$ cat config.mk
export PLATFORM = sky130hd
export DESIGN_NAME = accumulator_cpu_8bit
export DESIGN_NICKNAME = d
export VERILOG_FILES = /design/src/design/acpu_pkg.sv /design/src/design/acpu_ram.sv /design/src/design/accumulator_cpu_8bit.sv
export SDC_FILE = /design/constraint.sdc
export NUM_CORES = 2
export LEC_CHECK = 0
export BUFFER_PORTS_ARGS = -buffer_cell sky130_fd_sc_hd__buf_4
export CAP_MARGIN = 40
export CORE_MARGIN = 2
export CORE_UTILIZATION = 30
export CTS_CLUSTER_SIZE = 10
export DETAILED_ROUTE_END_ITERATION = 6
export GPL_TIMING_DRIVEN = 0
export HOLD_SLACK_MARGIN = 0.06
export PLACE_DENSITY = 0.4
export REMOVE_ABC_BUFFERS = 1
export SLEW_MARGIN = 20
export SYNTH_ARGS = -nofsm -noshare
export SYNTH_HDL_FRONTEND = slang
export SYNTH_SLANG_ARGS = --single-unit
$ cat constraint.sdc
create_clock -name clk_i -period 10.4 [get_ports clk_i]
set_input_delay 1.04 -clock clk_i [delete_from_list [all_inputs] [get_ports clk_i]]
set_output_delay 1.04 -clock clk_i [all_outputs]
set_load 0.05 [all_outputs]
$ cat src/design/acpu_pkg.sv
// Shared constants for the 8-bit accumulator CPU: command codes, opcodes,
// run status codes, memory geometry and the saturating counter helper.
// No dependencies.
package acpu_pkg;

  localparam int unsigned MemDepth = 256;
  localparam int unsigned AddrW    = $clog2(MemDepth);
  localparam int unsigned DataW    = 8;
  localparam int unsigned CntW     = 32;

  localparam logic [1:0] CMD_WRITE = 2'd0;
  localparam logic [1:0] CMD_READ  = 2'd1;
  localparam logic [1:0] CMD_EXEC  = 2'd2;

  localparam logic [7:0] OP_NOP = 8'h00;
  localparam logic [7:0] OP_STA = 8'h10;
  localparam logic [7:0] OP_LDA = 8'h20;
  localparam logic [7:0] OP_ADD = 8'h30;
  localparam logic [7:0] OP_OR  = 8'h40;
  localparam logic [7:0] OP_AND = 8'h50;
  localparam logic [7:0] OP_NOT = 8'h60;
  localparam logic [7:0] OP_JMP = 8'h80;
  localparam logic [7:0] OP_JN  = 8'h90;
  localparam logic [7:0] OP_JZ  = 8'hA0;
  localparam logic [7:0] OP_HLT = 8'hF0;

  localparam logic [7:0] SIGN_MASK = 8'h80;

  localparam logic [1:0] RUN_ACTIVE  = 2'd0;
  localparam logic [1:0] RUN_HALTED  = 2'd1;
  localparam logic [1:0] RUN_BAD_OP  = 2'd2;

  function automatic logic [CntW-1:0] sat_inc(logic [CntW-1:0] c);
    sat_inc = (c == {CntW{1'b1}}) ? c : c + CntW'(1);
  endfunction

endpackage

$ cat src/design/acpu_ram.sv
// Generic single-port RAM with registered read data.
// No dependencies.
module acpu_ram #(
  parameter int unsigned Width = 8,
  parameter int unsigned Depth = 256
) (
  input  logic                     clk_i,
  input  logic                     we_i,
  input  logic [$clog2(Depth)-1:0] addr_i,
  input  logic [Width-1:0]         wdata_i,
  output logic [Width-1:0]         rdata_o
);

  logic [Width-1:0] mem_q [Depth];
  logic [Width-1:0] rdata_q;

  always_ff @(posedge clk_i) begin
    if (we_i) begin
      mem_q[addr_i] <= wdata_i;
    end
    rdata_q <= mem_q[addr_i];
  end

  assign rdata_o = rdata_q;

endmodule

$ cat src/design/accumulator_cpu_8bit.sv
// Top level of the 8-bit accumulator CPU: sequencer, shared ALU, registers.
// Depends on acpu_pkg and acpu_ram.
// Path from acceptance to result valid: write, ignored and halted-execute transactions go
// straight to RESP; read passes RDATA; NOP/NOT/HLT/bad opcode pass DECODE; STA and jumps
// pass DECODE, OPER; LDA/ADD/OR/AND pass DECODE, OPER, EXEC (one RAM access per cycle).
// One transaction in flight; the next is taken the cycle after the result is registered.
// Reset: asynchronous; memory reads as zero until written (per-byte valid bits).
module accumulator_cpu_8bit (
  input  logic        clk_i,
  input  logic        rst_ni,
  input  logic        in_valid_i,
  output logic        in_ready_o,
  input  logic [1:0]  cmd_i,
  input  logic [7:0]  mem_addr_i,
  input  logic [7:0]  mem_data_i,
  output logic        out_valid_o,
  input  logic        out_ready_i,
  output logic [7:0]  read_byte_o,
  output logic [7:0]  accumulator_o,
  output logic [7:0]  program_counter_o,
  output logic        negative_flag_o,
  output logic        zero_flag_o,
  output logic [1:0]  run_status_o,
  output logic [31:0] instructions_done_o,
  output logic [31:0] access_total_o
);

  localparam logic [2:0] S_IDLE   = 3'd0;
  localparam logic [2:0] S_RDATA  = 3'd1;
  localparam logic [2:0] S_DECODE = 3'd2;
  localparam logic [2:0] S_OPER   = 3'd3;
  localparam logic [2:0] S_EXEC   = 3'd4;
  localparam logic [2:0] S_RESP   = 3'd5;

  localparam int unsigned AW = acpu_pkg::AddrW;
  localparam int unsigned DW = acpu_pkg::DataW;
  localparam int unsigned CW = acpu_pkg::CntW;

  logic [2:0]  state_q, state_d;
  logic [DW-1:0] acc_q, acc_d;
  logic [AW-1:0] pc_q, pc_d;
  logic        neg_q, neg_d, zero_q, zero_d;
  logic [1:0]  run_q, run_d;
  logic [CW-1:0] icnt_q, icnt_d, acnt_q, acnt_d;
  logic [DW-1:0] op_q, op_d;
  logic [DW-1:0] rd_q, rd_d;
  logic [acpu_pkg::MemDepth-1:0] valid_q;
  logic        rdv_q;

  logic          ram_we;
  logic [AW-1:0] ram_addr;
  logic [DW-1:0] ram_wdata, ram_rdata, mem_rd;

  logic [DW-1:0] alu_op, alu_res;

  logic        out_valid_q;
  logic [DW-1:0] o_rd_q, o_acc_q, o_pc_q;
  logic        o_neg_q, o_zero_q;
  logic [1:0]  o_run_q;
  logic [CW-1:0] o_icnt_q, o_acnt_q;
  logic        out_load;
  logic        in_fire;

  acpu_ram #(
    .Width (DW),
    .Depth (acpu_pkg::MemDepth)
  ) u_ram (
    .clk_i   (clk_i),
    .we_i    (ram_we),
    .addr_i  (ram_addr),
    .wdata_i (ram_wdata),
    .rdata_o (ram_rdata)
  );

  assign mem_rd     = rdv_q ? ram_rdata : '0;
  assign in_ready_o = (state_q == S_IDLE);
  assign in_fire    = in_valid_i && in_ready_o;
  assign out_load   = (state_q == S_RESP) && (!out_valid_q || out_ready_i);

  // shared ALU: NOT in decode, otherwise the latched opcode against memory data
  assign alu_op = (state_q == S_DECODE) ? acpu_pkg::OP_NOT : op_q;

  always_comb begin
    case (alu_op)
      acpu_pkg::OP_ADD: alu_res = acc_q + mem_rd;
      acpu_pkg::OP_OR:  alu_res = acc_q | mem_rd;
      acpu_pkg::OP_AND: alu_res = acc_q & mem_rd;
      acpu_pkg::OP_NOT: alu_res = ~acc_q;
      default:          alu_res = mem_rd;
    endcase
  end

  always_comb begin
    state_d   = state_q;
    acc_d     = acc_q;
    pc_d      = pc_q;
    neg_d     = neg_q;
    zero_d    = zero_q;
    run_d     = run_q;
    icnt_d    = icnt_q;
    acnt_d    = acnt_q;
    op_d      = op_q;
    rd_d      = rd_q;
    ram_we    = 1'b0;
    ram_addr  = pc_q;
    ram_wdata = acc_q;

    case (state_q)
      S_IDLE: begin
        ram_addr = mem_addr_i;
        if (in_fire) begin
          rd_d = '0;
          case (cmd_i)
            acpu_pkg::CMD_WRITE: begin
              ram_we    = 1'b1;
              ram_wdata = mem_data_i;
              state_d   = S_RESP;
            end
            acpu_pkg::CMD_READ: begin
              state_d = S_RDATA;
            end
            acpu_pkg::CMD_EXEC: begin
              if (run_q != acpu_pkg::RUN_ACTIVE) begin
                state_d = S_RESP;
              end else begin
                ram_addr = pc_q;
                pc_d     = pc_q + AW'(1);
                acnt_d   = acpu_pkg::sat_inc(acnt_q);
                state_d  = S_DECODE;
              end
            end
            default: state_d = S_RESP;
          endcase
        end
      end
      S_RDATA: begin
        rd_d    = mem_rd;
        state_d = S_RESP;
      end
      S_DECODE: begin
        op_d    = mem_rd;
        icnt_d  = acpu_pkg::sat_inc(icnt_q);
        state_d = S_RESP;
        case (mem_rd)
          acpu_pkg::OP_NOP: ;
          acpu_pkg::OP_NOT: begin
            acc_d  = alu_res;
            zero_d = (alu_res == '0);
            neg_d  = |(alu_res & acpu_pkg::SIGN_MASK);
          end
          acpu_pkg::OP_HLT: run_d = acpu_pkg::RUN_HALTED;
          acpu_pkg::OP_STA, acpu_pkg::OP_LDA, acpu_pkg::OP_ADD, acpu_pkg::OP_OR,
          acpu_pkg::OP_AND, acpu_pkg::OP_JMP, acpu_pkg::OP_JN, acpu_pkg::OP_JZ: begin
            ram_addr = pc_q;
            pc_d     = pc_q + AW'(1);
            acnt_d   = acpu_pkg::sat_inc(acnt_q);
            state_d  = S_OPER;
          end
          default: run_d = acpu_pkg::RUN_BAD_OP;
        endcase
      end
      S_OPER: begin
        ram_addr = mem_rd;
        state_d  = S_RESP;
        case (op_q)
          acpu_pkg::OP_STA: begin
            ram_we = 1'b1;
            acnt_d = acpu_pkg::sat_inc(acnt_q);
          end
          acpu_pkg::OP_JMP: pc_d = mem_rd;
          acpu_pkg::OP_JN:  if (neg_q) pc_d = mem_rd;
          acpu_pkg::OP_JZ:  if (zero_q) pc_d = mem_rd;
          default: begin
            acnt_d  = acpu_pkg::sat_inc(acnt_q);
            state_d = S_EXEC;
          end
        endcase
      end
      S_EXEC: begin
        acc_d   = alu_res;
        zero_d  = (alu_res == '0);
        neg_d   = |(alu_res & acpu_pkg::SIGN_MASK);
        state_d = S_RESP;
      end
      S_RESP: begin
        if (out_load) state_d = S_IDLE;
      end
      default: state_d = S_IDLE;
    endcase
  end

  always_ff @(posedge clk_i or negedge rst_ni) begin
    if (!rst_ni) begin
      state_q     <= S_IDLE;
      acc_q       <= '0;
      pc_q        <= '0;
      neg_q       <= 1'b0;
      zero_q      <= 1'b0;
      run_q       <= acpu_pkg::RUN_ACTIVE;
      icnt_q      <= '0;
      acnt_q      <= '0;
      valid_q     <= '0;
      rdv_q       <= 1'b0;
      out_valid_q <= 1'b0;
    end else begin
      state_q <= state_d;
      acc_q   <= acc_d;
      pc_q    <= pc_d;
      neg_q   <= neg_d;
      zero_q  <= zero_d;
      run_q   <= run_d;
      icnt_q  <= icnt_d;
      acnt_q  <= acnt_d;
      rdv_q   <= valid_q[ram_addr];
      if (ram_we) valid_q[ram_addr] <= 1'b1;
      if (out_load) begin
        out_valid_q <= 1'b1;
      end else if (out_ready_i) begin
        out_valid_q <= 1'b0;
      end
    end
  end

  always_ff @(posedge clk_i) begin
    op_q <= op_d;
    rd_q <= rd_d;
    if (out_load) begin
      o_rd_q   <= rd_q;
      o_acc_q  <= acc_q;
      o_pc_q   <= pc_q;
      o_neg_q  <= neg_q;
      o_zero_q <= zero_q;
      o_run_q  <= run_q;
      o_icnt_q <= icnt_q;
      o_acnt_q <= acnt_q;
    end
  end

  assign out_valid_o         = out_valid_q;
  assign read_byte_o         = o_rd_q;
  assign accumulator_o       = o_acc_q;
  assign program_counter_o   = o_pc_q;
  assign negative_flag_o     = o_neg_q;
  assign zero_flag_o         = o_zero_q;
  assign run_status_o        = o_run_q;
  assign instructions_done_o = o_icnt_q;
  assign access_total_o      = o_acnt_q;

  a_halt_sticky: assert property (@(posedge clk_i) disable iff (!rst_ni)
    (run_q != acpu_pkg::RUN_ACTIVE) |=> (run_q == $past(run_q)))
    else $error("halt state left without reset");

  a_icnt_sat: assert property (@(posedge clk_i) disable iff (!rst_ni)
    (icnt_q == {CW{1'b1}}) |=> (icnt_q == {CW{1'b1}}))
    else $error("instruction counter wrapped");

  a_acnt_mono: assert property (@(posedge clk_i) disable iff (!rst_ni)
    1'b1 |=> (acnt_q >= $past(acnt_q)))
    else $error("access counter decreased");

  a_resp_load: assert property (@(posedge clk_i) disable iff (!rst_ni)
    out_load |=> (out_valid_q && (state_q == S_IDLE)))
    else $error("result not registered on completion");

endmodule
==> results.toml <==
[placement]
place.port_buffers = 115
detailed_place_hpwl_um = 243000
gp_congestion = 0.776
dp.cells = 11939
place_area_um2 = 113000

[logic_synthesis]
ys_ff_latch = 2507
async_reset_ff_share_pct = 13.7
synth_edf_count = 2155
synth_cell_type_count = 87
synth_seq_area_share_pct = 72.7
syn_inst = 7432
synth_area_um2 = 101000
synth_warnings = 0
synth_flop_cell = "edfxtp_1"
synth.avg_cell_area_um2 = 13.6

[finish]
final_nets = 7903
areaGrowthSynthToFinish_pct = 20.7
finalNonFillerCells = 12515
postLayoutCellArea_um2 = 122000
multi_input_area_um2 = 25800
drive_gt1_share_pct = 17.3
fillerInstances = 32147
area.sequential_um2 = 73500

[clock_network]
clk_pin_slew_ns = 0.06
ctsResizeCount = 0
cts_tree = "yes"
clock_sinks = 2507
ctsHoldBuffers = 0
clk_latency_ns = 0.93
cts_buffer_depth = 4
cts-root-buf = "clkbuf_16"
cts_buffers = 298
cts_setup_buffers = 0
htreeDepth = 5

[timing]
final_max_slew_viol_count = 0
finalSetupViolations = 0
layout_min_cycle_time_ns = 7.57
skew_ns = 0.0656
fmax_mhz = 132
final_hold_viol_count = 0
fin_crit_sh_pct = 72.7
rsz0062_at_grt = "no"
finalSetupTns_ns = 0
worst_pin_slew_ns = 0.968
hold_slack_ns = 0.104
slew_headroom_pct = 35.4

[floorplanning]
initial_core_util_pct = 30.1
rows = 213
io_pins = 116
die-area_um2 = 341000
die_h_um = 584
fp.coreArea_um2 = 336000
die_x_um = 584

[worst_setup_path]
cpMaxStageDelayCell = "a2111oi_2"
required_ns = 11.23
path_delay_family = "compound AO/OA/AOI/OAI gates"
path_max_fanout = 50
critPathKind = "register to register"
critical_path.startpoint_type = "register"
path_buf_inv = 10
cpPeakStageDelay_ns = 0.87
worstPathArrival_ns = 8.40
crit_top_cell = "buf_16"
path_cells = "or3_1 > clkinv_8 > a32oi_4 > buf_16 > buf_16 > buf_8 > and2_4 > buf_16 > buf_16 > buf_12 > buf_16 > buf_16 > nand2_1 > a31oi_1 > a22o_1 > a221oi_1 > a2111oi_2 > o221ai_1 > buf_4 > nand4_1"
endpoint_kind = "register"

[power_and_ir_drop]
swShare_pct = 40.7
power_leakage_nw = 44.3
switching_power_mw = 15.2
seqPwrFrac_pct = 32.4
clockPowerShare_pct = 26.2
internal_power_mw = 22.1
combinationalPowerShare_pct = 41.4
ir_worst_vdd_mv = 0.222
p_per_area_nw_per_um2 = 306

[grt]
antenna_found_initial = 33
gr-total-overflow = 0
grt_first_pass_wirelength_um = 519000
grt_max_degree = 94
grtUsageTotal_pct = 21.4
first_global_vias = 63733

[route]
ant_nets = 0
drtPass1Iterations = 7
wirelength_um = 372000
drtIter0Drc = 6504
vias = 65935
wl_per_cell_um = 29.7
drc = 0
viasPerCell = 5.27

[job]
cap_viol_max_count = 0

[run_status]
status = "complete, no violations"

[min_path]
hp-class = "input port to asynchronous set/reset pin"
-- synth_stat cells (all sizes together), types with 9 or more instances --
cell	number	area, um^2
a2111oi	26	235
a211o	12	105
a211oi	274	2060
a21o	9	67.6
a21oi	103	515
a221oi	12	111
a22o	17	149
a22oi	70	526
a311oi	148	1300
a31oi	271	1700
a32oi	29	292
and2	10	65.1
and3	357	2230
buf	273	1430
clkbuf	225	845
dfrtp	344	8610
edfxtp	2155	64700
ha	22	275
inv	31	116
mux2	11	124
mux2i	60	601
mux4	72	1620
nand2	1559	5850
nand2b	12	75.1
nand3	324	1620
nand4	51	319
nor2	378	1420
nor3	32	160
nor4	16	113
o211ai	14	124
o21ai	59	295
o22ai	16	100
or2	259	1620
or4	9	67.6
xnor2	51	447
xor2	17	149
-- metal layers --
layer | share of wire, % | wire (um) | GRT usage (%) | up-vias
met2 | 46 | 171000 | 33.9 | 2155
met3 | 5.9 | 22100 | 3.08 | 460
met4 | 3.2 | 11800 | 6.12 | 2
met5 | 0.0035 | 13 | 0 | -
met1 | 45 | 167000 | 30.4 | 34518
li1 | - | - | - | 28800
-- per-stage QoR --
step / worst slack (ns) / power, mW / utilization (%)
CTS: 2.80 / 37.7 / 36.2
global placement: -42.88 / 26.8 / 31.3
finish: 2.83 / 37.3 / 36.3
detailed placement: 2.19 / 27.8 / 33.6
global route: 2.64 / 38.8 / 36.3
floorplan: -7.38 / 20.9 / -
-- cell usage in the layout (no fill, tap or decap), types with 55 or more instances in the layout --
| cell | Yosys | layout |
|---|---|---|
| a211oi_1 | 274 | 268 |
| a21oi_1 | 103 | 103 |
| a22oi_1 | 70 | 69 |
| a311oi_1 | 148 | 148 |
| a31oi_1 | 271 | 271 |
| and3_1 | 357 | 357 |
| buf_16 | 0 | 135 |
| buf_4 | 24 | 382 |
| clkbuf_1 | 225 | 195 |
| clkbuf_16 | 0 | 302 |
| dfrtp_1 | 344 | 344 |
| edfxtp_1 | 2155 | 2155 |
| mux2i_1 | 60 | 60 |
| mux4_2 | 72 | 72 |
| nand2_1 | 1558 | 1532 |
| nand3_1 | 324 | 321 |
| nor2_1 | 377 | 350 |
| o21ai_0 | 58 | 55 |
| or2_2 | 259 | 259 |
-- kinds of logic after synthesis --
logic type | after synthesis | synth area share, %
compound gates | 1123 | 8.05
fa+ha+maj | 23 | 0.292
mux | 143 | 2.32
xor+xnor | 68 | 0.589
flops | 2507 | 72.7
buf+inv | 530 | 2.38
simple gates | 3038 | 13.6
-- state kept, by name, summed over array words and instances (netlist names), 2 cells and up --
name                 cells
read_byte_o              8
u_ram.mem_q           2048
acc_q                    8
valid_q                256
acnt_q                  32
access_total_o          32
run_status_o             2
op_q                     8
state_q                  3
program_counter_o        8
accumulator_o            8
icnt_q                  32
instructions_done_o     32
run_q                    2
u_ram.rdata_o            8
pc_q                     8
rd_q                     8
-- final timing paths --
kind	cells past startpoint	start	end	slack (ns)
max	20	state_q[2]	u_ram.rdata_o[5]	2.83
min	1	rst_ni	valid_q[35]	0.10
max reg2reg	20	state_q[2]	u_ram.rdata_o[5]	2.83
min reg2reg	0	rd_q[2]	read_byte_o[2]	0.42
max in group asynchronous	3	rst_ni	valid_q[202]	8.78
min in group clk_i	0	rd_q[2]	read_byte_o[2]	0.42
-- power groups by stage --
stage               Clock [mW]  Combinational (mW)  Sequential, mW
floorplan                    0                8.21            12.7
global placement             0                14.1            12.6
detailed placement           0                15.5            12.3
CTS                       10.0                15.6            12.1
global route              10.4                16.3            12.1
finish                    9.78                15.4            12.1
-- cell type report --
class	instances	area share, %
clock inverters	35	0.406
well taps	4407	4.52
flip-flops and latches	2507	60.3
clock buffers	505	6.89
diodes	10	0.0205
inverters	32	0.109
repair buffers	624	6.64
multi-input cells	4395	21.2
Note: power is estimated with default switching activity, not from simulation.
